**src/rtl/nmea_sentence_framer_top_assert.svh**
```systemverilog
// assertion macros for the nmea sentence framer
// expects clk and rst_n in the scope of the module that uses them
`ifndef NMEA_SENTENCE_FRAMER_TOP_ASSERT_SVH
`define NMEA_SENTENCE_FRAMER_TOP_ASSERT_SVH

// checked on every rising edge outside reset
`define NSF_ASSERT_CLK(lbl, prop, msg) \
  lbl: assert property (@(posedge clk) disable iff (!rst_n) prop) \
    else $error(msg);

// checked on every rising edge, reset included
`define NSF_ASSERT_ANY(lbl, prop, msg) \
  lbl: assert property (@(posedge clk) prop) \
    else $error(msg);

`endif

```
**src/rtl/nsf_pkg.sv**
```systemverilog
// shared types, codes and helper functions of the nmea sentence framer
// no dependencies
package nsf_pkg;

  localparam logic [7:0] MAX_PAYLOAD = 8'd128;
  localparam logic [3:0] ADDR_LEN    = 4'd5;
  localparam logic [3:0] ADDR_SAT    = 4'd15;
  localparam logic [4:0] FIELD_SAT   = 5'd31;

  localparam logic [2:0] PH_HUNT    = 3'd0;
  localparam logic [2:0] PH_PAYLOAD = 3'd1;
  localparam logic [2:0] PH_DIG_HI  = 3'd2;
  localparam logic [2:0] PH_DIG_LO  = 3'd3;
  localparam logic [2:0] PH_CR      = 3'd4;
  localparam logic [2:0] PH_LF      = 3'd5;

  localparam logic [2:0] ST_OK     = 3'd0;
  localparam logic [2:0] ST_SUM    = 3'd1;
  localparam logic [2:0] ST_FIELDS = 3'd2;
  localparam logic [2:0] ST_TYPE   = 3'd3;
  localparam logic [2:0] ST_FRAME  = 3'd4;

  localparam logic [1:0] TY_GGA  = 2'd0;
  localparam logic [1:0] TY_RMC  = 2'd1;
  localparam logic [1:0] TY_GSA  = 2'd2;
  localparam logic [1:0] TY_NONE = 2'd3;

  localparam logic [23:0] NAME_GGA = "GGA";
  localparam logic [23:0] NAME_RMC = "RMC";
  localparam logic [23:0] NAME_GSA = "GSA";

  localparam logic [7:0] CH_DOLLAR = 8'h24;
  localparam logic [7:0] CH_STAR   = 8'h2A;
  localparam logic [7:0] CH_COMMA  = 8'h2C;
  localparam logic [7:0] CH_CR     = 8'h0D;
  localparam logic [7:0] CH_LF     = 8'h0A;

  localparam logic [2:0] REG_MIN_LEN    = 3'h0;
  localparam logic [2:0] REG_MIN_FIELDS = 3'h4;

  typedef struct packed {
    logic [7:0] min_payload_len;
    logic [4:0] min_field_count;
  } nsf_cfg_t;

  typedef struct packed {
    logic [2:0] status;
    logic [1:0] sentence_type;
    logic [7:0] payload_len;
    logic [7:0] calc_checksum;
    logic [7:0] rx_checksum;
    logic [4:0] field_count;
  } nsf_result_t;

  typedef struct packed {
    logic       ok;
    logic [3:0] val;
  } nsf_hex_t;

  function automatic nsf_hex_t hex_decode(input logic [7:0] c);
    nsf_hex_t h;
    h.ok  = 1'b1;
    h.val = 4'd0;
    if (c >= "0" && c <= "9") begin
      h.val = 4'(c - 8'h30);
    end else if (c >= "A" && c <= "F") begin
      h.val = 4'(c - 8'h37);
    end else if (c >= "a" && c <= "f") begin
      h.val = 4'(c - 8'h57);
    end else begin
      h.ok = 1'b0;
    end
    return h;
  endfunction

  function automatic logic [4:0] fields_of(input logic [4:0] commas);
    return (commas >= 5'd30) ? FIELD_SAT : 5'(commas + 5'd1);
  endfunction

endpackage

```
**src/rtl/nsf_stream_if.sv**
```systemverilog
// valid/ready channel interfaces for received bytes and sentence results
// no dependencies
interface nsf_in_if;
  logic       valid;
  logic       ready;
  logic [7:0] rx_byte;

  modport source(output valid, output rx_byte, input ready);
  modport sink(input valid, input rx_byte, output ready);
endinterface

interface nsf_out_if;
  logic       valid;
  logic       ready;
  logic [2:0] status;
  logic [1:0] sentence_type;
  logic [7:0] payload_len;
  logic [7:0] calc_checksum;
  logic [7:0] rx_checksum;
  logic [4:0] field_count;

  modport source(output valid, output status, output sentence_type, output payload_len,
                 output calc_checksum, output rx_checksum, output field_count,
                 input ready);
  modport sink(input valid, input status, input sentence_type, input payload_len,
               input calc_checksum, input rx_checksum, input field_count,
               output ready);
endinterface

```
**src/rtl/nsf_apb_regs.sv**
```systemverilog
// apb configuration registers: minimum payload length and minimum field count
// depends on nsf_pkg
module nsf_apb_regs
  import nsf_pkg::*;
(
  input  logic        clk,
  input  logic        rst_n,
  input  logic        cfg_psel,
  input  logic        cfg_penable,
  input  logic        cfg_pwrite,
  input  logic [2:0]  cfg_paddr,
  input  logic [31:0] cfg_pwdata,
  output logic [31:0] cfg_prdata,
  output logic        cfg_pready,
  output nsf_cfg_t    cfg
);

  logic [7:0] min_len_r;
  logic [4:0] min_fields_r;
  logic       wr_en;

  assign cfg_pready = 1'b1;
  assign wr_en      = cfg_psel && cfg_penable && cfg_pwrite;

  always_ff @(posedge clk) begin
    if (!rst_n) begin
      min_len_r    <= 8'd6;
      min_fields_r <= 5'd5;
    end else if (wr_en) begin
      if (cfg_paddr[2] == REG_MIN_FIELDS[2]) begin
        min_fields_r <= cfg_pwdata[4:0];
      end else begin
        min_len_r <= cfg_pwdata[7:0];
      end
    end
  end

  always_comb begin
    case (cfg_paddr)
      REG_MIN_LEN:    cfg_prdata = {24'd0, min_len_r};
      REG_MIN_FIELDS: cfg_prdata = {27'd0, min_fields_r};
      default:        cfg_prdata = 32'd0;
    endcase
  end

  assign cfg.min_payload_len = min_len_r;
  assign cfg.min_field_count = min_fields_r;

endmodule

```
**src/rtl/nsf_parser.sv**
```systemverilog
// sentence state machine: framing, checksum, field count and address tracking
// depends on nsf_pkg and nmea_sentence_framer_top_assert.svh
`include "nmea_sentence_framer_top_assert.svh"

module nsf_parser
  import nsf_pkg::*;
(
  input  logic        clk,
  input  logic        rst_n,
  input  logic        step,
  input  logic [7:0]  rx_byte,
  input  nsf_cfg_t    cfg,
  output logic        emit,
  output nsf_result_t res
);

  logic [2:0] phase_r, phase_nxt;
  logic [7:0] len_r, len_nxt;
  logic [7:0] xor_r, xor_nxt;
  logic [4:0] comma_r, comma_nxt;
  logic [3:0] alen_r, alen_nxt;
  logic [3:0] dhi_r, dhi_nxt;
  logic       bad_r, bad_nxt;
  logic [7:0] sum_r, sum_nxt;
  logic [7:0] addr_r [3];
  logic       addr_we;
  logic [1:0] addr_idx;
  logic [1:0] addr_type;
  logic [4:0] fields;
  logic [2:0] status;
  logic [1:0] stype;
  nsf_hex_t   hx;

  assign fields   = fields_of(comma_r);
  assign addr_idx = 2'(alen_r - 4'd2);
  assign hx       = hex_decode(rx_byte);

  always_comb begin
    addr_type = TY_NONE;
    if (alen_r == ADDR_LEN) begin
      if ({addr_r[0], addr_r[1], addr_r[2]} == NAME_GGA) begin
        addr_type = TY_GGA;
      end else if ({addr_r[0], addr_r[1], addr_r[2]} == NAME_RMC) begin
        addr_type = TY_RMC;
      end else if ({addr_r[0], addr_r[1], addr_r[2]} == NAME_GSA) begin
        addr_type = TY_GSA;
      end
    end
  end

  always_comb begin
    phase_nxt = phase_r;
    len_nxt   = len_r;
    xor_nxt   = xor_r;
    comma_nxt = comma_r;
    alen_nxt  = alen_r;
    dhi_nxt   = dhi_r;
    bad_nxt   = bad_r;
    sum_nxt   = sum_r;
    addr_we   = 1'b0;
    emit      = 1'b0;
    status    = ST_FRAME;
    stype     = TY_NONE;
    case (phase_r)
      PH_PAYLOAD: begin
        if (rx_byte == CH_DOLLAR) begin
          emit = 1'b1;
        end else if (rx_byte == CH_STAR) begin
          if (len_r >= cfg.min_payload_len) begin
            phase_nxt = PH_DIG_HI;
          end else begin
            emit = 1'b1;
          end
        end else if (len_r >= MAX_PAYLOAD) begin
          emit = 1'b1;
        end else begin
          len_nxt = len_r + 8'd1;
          xor_nxt = xor_r ^ rx_byte;
          if (rx_byte == CH_COMMA) begin
            if (comma_r != FIELD_SAT) begin
              comma_nxt = comma_r + 5'd1;
            end
          end else if (comma_r == 5'd0) begin
            addr_we = (alen_r >= 4'd2) && (alen_r < ADDR_LEN);
            if (alen_r != ADDR_SAT) begin
              alen_nxt = alen_r + 4'd1;
            end
          end
        end
      end
      PH_DIG_HI: begin
        dhi_nxt   = hx.val;
        bad_nxt   = bad_r | !hx.ok;
        phase_nxt = PH_DIG_LO;
      end
      PH_DIG_LO: begin
        sum_nxt   = {dhi_r, hx.val};
        bad_nxt   = bad_r | !hx.ok;
        phase_nxt = PH_CR;
      end
      PH_CR: begin
        if (rx_byte == CH_CR) begin
          phase_nxt = PH_LF;
        end else begin
          emit = 1'b1;
        end
      end
      PH_LF: begin
        emit = 1'b1;
        if (rx_byte == CH_LF && !bad_r) begin
          stype = addr_type;
          if (fields < cfg.min_field_count) begin
            status = ST_FIELDS;
          end else if (sum_r != xor_r) begin
            status = ST_SUM;
          end else if (addr_type == TY_NONE) begin
            status = ST_TYPE;
          end else begin
            status = ST_OK;
          end
        end
      end
      default: begin
        phase_nxt = PH_HUNT;
        if (rx_byte == CH_DOLLAR) begin
          phase_nxt = PH_PAYLOAD;
          len_nxt   = 8'd0;
          xor_nxt   = 8'd0;
          comma_nxt = 5'd0;
          alen_nxt  = 4'd0;
          dhi_nxt   = 4'd0;
          bad_nxt   = 1'b0;
          sum_nxt   = 8'd0;
        end
      end
    endcase
    if (emit) begin
      phase_nxt = PH_HUNT;
    end
  end

  always_ff @(posedge clk) begin
    if (!rst_n) begin
      phase_r <= PH_HUNT;
      len_r   <= 8'd0;
      xor_r   <= 8'd0;
      comma_r <= 5'd0;
      alen_r  <= 4'd0;
      dhi_r   <= 4'd0;
      bad_r   <= 1'b0;
      sum_r   <= 8'd0;
    end else if (step) begin
      phase_r <= phase_nxt;
      len_r   <= len_nxt;
      xor_r   <= xor_nxt;
      comma_r <= comma_nxt;
      alen_r  <= alen_nxt;
      dhi_r   <= dhi_nxt;
      bad_r   <= bad_nxt;
      sum_r   <= sum_nxt;
    end
  end

  // only the third to fifth address characters are kept
  always_ff @(posedge clk) begin
    if (step && addr_we) begin
      addr_r[addr_idx] <= rx_byte;
    end
  end

  assign res.status        = status;
  assign res.sentence_type = stype;
  assign res.payload_len   = len_r;
  assign res.calc_checksum = xor_r;
  assign res.rx_checksum   = sum_r;
  assign res.field_count   = fields;

  `NSF_ASSERT_CLK(a_hunt_silent, (step && phase_r == PH_HUNT) |-> !emit, "result while hunting")
  `NSF_ASSERT_CLK(a_emit_to_hunt, (step && emit) |=> (phase_r == PH_HUNT), "no return to hunt")
  `NSF_ASSERT_CLK(a_len_bound, len_r <= MAX_PAYLOAD, "payload length overflow")
  `NSF_ASSERT_CLK(a_payload_clean, (phase_r == PH_PAYLOAD) |-> !bad_r, "stale bad digit flag")
  `NSF_ASSERT_ANY(a_reset_hunt, !rst_n |=> (phase_r == PH_HUNT), "reset did not enter hunt")

endmodule

```
**src/rtl/nmea_sentence_framer_top.sv**
```systemverilog
// nmea sentence framer: byte in, one classification beat per sentence out
// depends on nsf_pkg, nsf_stream_if, nsf_apb_regs and nsf_parser
//
// in_ch carries one received character per beat. out_ch gives one beat when a
// sentence ends on its line feed, or at once when a framing fault is seen
// (start inside a frame, overflow, short frame, missing cr or lf). other bytes
// give no beat.
// the block takes one byte per cycle unless a result waits for a full output
// register. a byte is registered in the input register; its result is then
// loaded into the output register when the parser steps on the byte.
// out_ch is driven from a register. while a result waits there, one more
// byte is taken and any bytes that give no result keep moving; a byte that
// would give a result holds in the input register until the output is free,
// and in_ch.ready then drops.
// the cfg_ apb port holds min_payload_len at 0x0 and min_field_count at 0x4;
// the user must write it only while the framer is idle; the block does not enforce this.
// synchronous reset: the framer hunts for a start character, both channels
// are empty, and the registers return to 6 and 5.
module nmea_sentence_framer_top
  import nsf_pkg::*;
(
  input  logic        clk,
  input  logic        rst_n,
  nsf_in_if.sink      in_ch,
  nsf_out_if.source   out_ch,
  input  logic        cfg_psel,
  input  logic        cfg_penable,
  input  logic        cfg_pwrite,
  input  logic [2:0]  cfg_paddr,
  input  logic [31:0] cfg_pwdata,
  output logic [31:0] cfg_prdata,
  output logic        cfg_pready
);

  nsf_cfg_t    cfg;
  nsf_result_t res;
  nsf_result_t out_res_r;
  logic        in_vld_r, in_vld_nxt;
  logic [7:0]  in_byte_r;
  logic        out_vld_r, out_vld_nxt;
  logic        emit;
  logic        out_free;
  logic        adv;
  logic        in_take;

  nsf_apb_regs u_regs (
    .clk         (clk),
    .rst_n       (rst_n),
    .cfg_psel    (cfg_psel),
    .cfg_penable (cfg_penable),
    .cfg_pwrite  (cfg_pwrite),
    .cfg_paddr   (cfg_paddr),
    .cfg_pwdata  (cfg_pwdata),
    .cfg_prdata  (cfg_prdata),
    .cfg_pready  (cfg_pready),
    .cfg         (cfg)
  );

  nsf_parser u_parser (
    .clk     (clk),
    .rst_n   (rst_n),
    .step    (adv),
    .rx_byte (in_byte_r),
    .cfg     (cfg),
    .emit    (emit),
    .res     (res)
  );

  assign out_free    = !out_vld_r || out_ch.ready;
  assign adv         = in_vld_r && (!emit || out_free);
  assign in_ch.ready = !in_vld_r || adv;
  assign in_take     = in_ch.valid && in_ch.ready;

  always_comb begin
    in_vld_nxt = in_vld_r;
    if (in_take) begin
      in_vld_nxt = 1'b1;
    end else if (adv) begin
      in_vld_nxt = 1'b0;
    end
    out_vld_nxt = out_vld_r;
    if (adv && emit) begin
      out_vld_nxt = 1'b1;
    end else if (out_ch.ready) begin
      out_vld_nxt = 1'b0;
    end
  end

  always_ff @(posedge clk) begin
    if (!rst_n) begin
      in_vld_r  <= 1'b0;
      out_vld_r <= 1'b0;
    end else begin
      in_vld_r  <= in_vld_nxt;
      out_vld_r <= out_vld_nxt;
    end
  end

  always_ff @(posedge clk) begin
    if (in_take) begin
      in_byte_r <= in_ch.rx_byte;
    end
    if (adv && emit) begin
      out_res_r <= res;
    end
  end

  assign out_ch.valid         = out_vld_r;
  assign out_ch.status        = out_res_r.status;
  assign out_ch.sentence_type = out_res_r.sentence_type;
  assign out_ch.payload_len   = out_res_r.payload_len;
  assign out_ch.calc_checksum = out_res_r.calc_checksum;
  assign out_ch.rx_checksum   = out_res_r.rx_checksum;
  assign out_ch.field_count   = out_res_r.field_count;

endmodule

```
**src/flat_wrapper.sv**
```systemverilog
// flat-port wrapper written by rule: the top's interface ports become plain ports
module nmea_sentence_framer_top_flat import nsf_pkg::*;
  (clk, rst_n, cfg_psel, cfg_penable, cfg_pwrite, cfg_paddr, cfg_pwdata, cfg_prdata, cfg_pready, in_ch_valid, in_ch_rx_byte, in_ch_ready, out_ch_valid, out_ch_status, out_ch_sentence_type, out_ch_payload_len, out_ch_calc_checksum, out_ch_rx_checksum, out_ch_field_count, out_ch_ready);
  nsf_in_if in_ch_i ();
  nsf_out_if out_ch_i ();
  input  logic clk;
  input  logic rst_n;
  input  logic cfg_psel;
  input  logic cfg_penable;
  input  logic cfg_pwrite;
  input  logic [2:0] cfg_paddr;
  input  logic [31:0] cfg_pwdata;
  output logic [31:0] cfg_prdata;
  output logic cfg_pready;
  input wire logic [$bits(in_ch_i.valid)-1:0] in_ch_valid;
  input wire logic [$bits(in_ch_i.rx_byte)-1:0] in_ch_rx_byte;
  output wire logic [$bits(in_ch_i.ready)-1:0] in_ch_ready;
  output wire logic [$bits(out_ch_i.valid)-1:0] out_ch_valid;
  output wire logic [$bits(out_ch_i.status)-1:0] out_ch_status;
  output wire logic [$bits(out_ch_i.sentence_type)-1:0] out_ch_sentence_type;
  output wire logic [$bits(out_ch_i.payload_len)-1:0] out_ch_payload_len;
  output wire logic [$bits(out_ch_i.calc_checksum)-1:0] out_ch_calc_checksum;
  output wire logic [$bits(out_ch_i.rx_checksum)-1:0] out_ch_rx_checksum;
  output wire logic [$bits(out_ch_i.field_count)-1:0] out_ch_field_count;
  input wire logic [$bits(out_ch_i.ready)-1:0] out_ch_ready;
  assign in_ch_i.valid = in_ch_valid;
  assign in_ch_i.rx_byte = in_ch_rx_byte;
  assign in_ch_ready = in_ch_i.ready;
  assign out_ch_valid = out_ch_i.valid;
  assign out_ch_status = out_ch_i.status;
  assign out_ch_sentence_type = out_ch_i.sentence_type;
  assign out_ch_payload_len = out_ch_i.payload_len;
  assign out_ch_calc_checksum = out_ch_i.calc_checksum;
  assign out_ch_rx_checksum = out_ch_i.rx_checksum;
  assign out_ch_field_count = out_ch_i.field_count;
  assign out_ch_i.ready = out_ch_ready;
  nmea_sentence_framer_top u_core (.clk(clk), .rst_n(rst_n), .in_ch(in_ch_i), .out_ch(out_ch_i), .cfg_psel(cfg_psel), .cfg_penable(cfg_penable), .cfg_pwrite(cfg_pwrite), .cfg_paddr(cfg_paddr), .cfg_pwdata(cfg_pwdata), .cfg_prdata(cfg_prdata), .cfg_pready(cfg_pready));
endmodule
```
**config.mk**
```make
export PLATFORM = sky130hd
export DESIGN_NAME = nmea_sentence_framer_top_flat
export DESIGN_NICKNAME = d
export VERILOG_FILES = /design/src/rtl/nsf_pkg.sv /design/src/rtl/nsf_stream_if.sv /design/src/rtl/nsf_apb_regs.sv /design/src/rtl/nsf_parser.sv /design/src/rtl/nmea_sentence_framer_top.sv /design/src/flat_wrapper.sv
export VERILOG_INCLUDE_DIRS = /design/src /design/src/rtl
export SDC_FILE = /design/constraint.sdc
export NUM_CORES = 1
export LEC_CHECK = 0
export BUFFER_PORTS_ARGS = -buffer_cell sky130_fd_sc_hd__buf_4
export CAP_MARGIN = 20
export CORE_MARGIN = 2
export CORE_UTILIZATION = 55
export DETAILED_ROUTE_END_ITERATION = 12
export PLACE_DENSITY_LB_ADDON = 0.15
export RECOVER_POWER = 25
export SETUP_SLACK_MARGIN = 0.05
export SLEW_MARGIN = 5
export SYNTH_ARGS = -nofsm -noshare
export SYNTH_HDL_FRONTEND = slang
export SYNTH_SLANG_ARGS = --single-unit
```
**constraint.sdc**
```tcl
create_clock -name clk -period 5.12 [get_ports clk]
set_clock_uncertainty 0.2 [all_clocks]
set_input_delay 0.768 -clock clk [delete_from_list [all_inputs] [get_ports clk]]
set_output_delay 0.768 -clock clk [all_outputs]
set_load 0.03 [all_outputs]
```
==> results.md <==
- Hold Vio Cnt, Final: 0
- LEAKAGE: 2.79 nW
- HP Class: primary input to flip-flop
- HP Start: in_ch_rx_byte[5]
- Comb pwr share: 0.043
- Hold path cells: 1
- Post-cts hold buffer count: 0
- Asr flop ratio synth: 0
- Final Net Count: approximately 730
- P_sw: just under 500 uW
- Fin crit share: 0.801
- # setup viols final: 0
- Layout area overhead: 17.7%
- Placed Cells incl. Taps: around 770
- Mapped cell area: ~6000 um^2
- Worst path arrival time: ~3.1 ns
- Via count: roughly 4600
- Chip width: approximately 110 um
- Wirelength per Cell: roughly 16 um
- Switching share of power: 0.225
- Placed Area: between 6000 and 7000 um^2
- GPL Wtd Cong: about 0.86
- CTS H-tree depth: 4
- Final wirelength: between 10000 and 15000 um
- Sequential fraction of the synthesis area: 0.518
- Clock Latency Late Sink: 0.52 ns
- Post-cts gate resize count: 0
- HPWL Detailed: 9110 um
- Met1 Track Usage GR: 0.290
- Drt drc: 0
- EDFF count, synth: 66
- Crit Path Class: flip-flop to primary output
- Syn avg cell area: approximately 10 um^2
- TritonCTS buffer count: 17
- Status: finished clean
- Post-CTS setup buffer count: 0
- Synthesized instance count: 580
- Ys flop type: edfxtp_1
- WHS: 0.249 ns
- Input/output buffers: 69
- Fmax achieved: 244 MHz
- Reg power frac: 0.494
- Power Density: between 300 and 400 nW/um^2
- FF-to-FF path depth: 6
- Internal Power: around 1.7 mW
- Clock sinks: ~120
- ANT cells: 0
- Worst slew margin: 0.294
- VDD IR max: approximately 230 uV
- Post-route cell area: about 7000 um^2
- RSZ-0062 raised after global routing: no
- Max Cap Violations: 0
- CTS Root Cell: clkbuf_8
- Clock Power Share: 0.463
- First-iteration detailed-routing DRC count: approximately 340
- Share of layout cells above drive strength 1: 0.172
- Warnings from Yosys: 0
- Post-route minimum period: between 4 and 5 ns
- CTS tree: yes
- Met3 Resource Use GR: 0.0615
- Worst slack at placement: between 1 and 1.5 ns
- Seq cells post-synth: about 120
- Initial core utilization: 0.557
- Crit Reg-Reg Startpoint: u_core.in_byte_r[6]
- IO Count: around 120
- GRT Total Usage: 0.235
- Max Root-Sink Buffers: 2
- Worst Path Max Fanout: 10
- Die height: around 110 um
- First-pass GRT wire length: 21000 um
- Critical Path RT: between 4 and 5 ns
- GRT met2 Usage: 0.394
- Initial antenna violation count: 0
- CP startpoint: u_core.in_byte_r[6]
- Unique cell type count in the Yosys netlist: just under 70
- Global route hottest layer: met2
- Crit. End Element: primary output
- Final non-filler cell total: around 800
- Largest net degree at the start of global routing: 36
- Via-to-Cell Ratio: about 5.7
- Core Area: roughly 11000 um^2
- Clock-pin slew on the worst setup and hold paths: around 0.05 ns
- Post-route setup slack: between 1 and 1.5 ns
- Vias in the first global route: ~4300
- Utilization after layout: 0.656
- Fin. max-slew vios: 0
- Setup TNS: 0 ns
- Pre-antenna DRT Iters: 6
- Tightest Pin Transition: 1.06 ns
- Congestion Overflow GR: 0
- Post-route ant nets: 0
- Row count: 38
- Die area: 11700 um^2
- Final total power: around 2.1 mW
- Worst setup SP type: flip-flop
logic make-up after synthesis:
group	Yosys count	synth area share
AO/OA/AOI/OAI	118	0.134
XOR/XNOR	11	0.0161
adder cells (fa/ha/maj)	30	0.0627
buffers and inverters	75	0.0629
flip-flops	122	0.518
multiplexers	14	0.0236
other	2	0.00125
AND/OR/NAND/NOR	208	0.181
critical path: stages (launching register included):
cell	delay, ns
edfxtp_1	0.55
or4b_4	0.64
or3_4	0.41
a311oi_2	0.36
o21ai_1	0.22
nand2_1	0.15
nand3_1	0.09
buf_4	0.20
cell usage in the layout (no fill, tap or decap), drive strengths merged, types with 27 or more instances in the layout:
cell type and instances:
a21oi 30, buf 64, clkbuf 29, dfxtp 56, edfxtp 66, ha 30
inv 28, nand2 56, nor2 47, o21ai 27
final cells by class:
class	count	area, um^2
Inverter	29	109
Tap cell	140	175
Sequential cell	122	3100
Fill cell	847	3700
Clock buffer	20	435
Clock inverter	11	57.6
Timing Repair Buffer	73	564
Multi-Input combinational cell	406	2600
cells in the mapped netlist (all sizes together) (9+ instances only):
| cell type | number | area (um^2) |
|---|---|---|
| a21oi | 30 | 150 |
| buf | 27 | 196 |
| clkbuf | 19 | 71.3 |
| dfxtp | 56 | 1120 |
| edfxtp | 66 | 1980 |
| ha | 30 | 375 |
| inv | 28 | 105 |
| mux2i | 13 | 130 |
| nand2 | 56 | 210 |
| nand2b | 10 | 62.6 |
| nand3 | 16 | 80.1 |
| nand4 | 12 | 75.1 |
| nor2 | 47 | 179 |
| nor3 | 13 | 65.1 |
| o21ai | 27 | 135 |
| xnor2 | 9 | 78.8 |
layer usage:
metal  vias to the layer above  routed length (um)
met2                       170                6470
met4                         0                 259
met5                         -                   0
met1                      2174                5520
met3                        30                 803
li1                       2206                   -
flip-flops by register name (all words and copies together) (netlist names):
name,flops
u_core.u_parser.bad_r,1
u_core.u_parser.dhi_r,4
u_core.out_ch.sentence_type,2
u_core.u_parser.phase_r,3
u_core.u_parser.sum_r,8
u_core.in_vld_r,1
u_core.out_ch.status,3
u_core.u_regs.min_len_r,8
u_core.u_parser.comma_r,5
u_core.out_ch.payload_len,8
u_core.out_ch.rx_checksum,8
u_core.u_parser.alen_r,4
u_core.out_ch.valid,1
u_core.u_parser.len_r,8
u_core.u_parser.xor_r,8
u_core.u_parser.addr_r,24
u_core.in_byte_r,8
u_core.out_ch.calc_checksum,8
u_core.u_regs.min_fields_r,5
u_core.out_ch.field_count,5
worst paths after layout:
check | end | slack, ns
setup / recovery | in_ch_ready | 1.02
hold / removal | u_core.in_byte_r[5] | 0.25
setup reg to reg | u_core.out_ch.calc_checksum[7] | 1.35
hold reg to reg | u_core.u_parser.dhi_r[1] | 0.25
power by group through the flow:
stage	Clock [mW]	Sequential, mW	Combinational [mW]
floorplan	0	1.07	0.0807
global placement	0	1.08	0.0883
detailed placement	0	1.08	0.0900
CTS	1.01	1.06	0.0904
global route	1.06	1.06	0.100
finish	0.991	1.06	0.0927
Note: power is estimated with default switching activity, not from simulation.
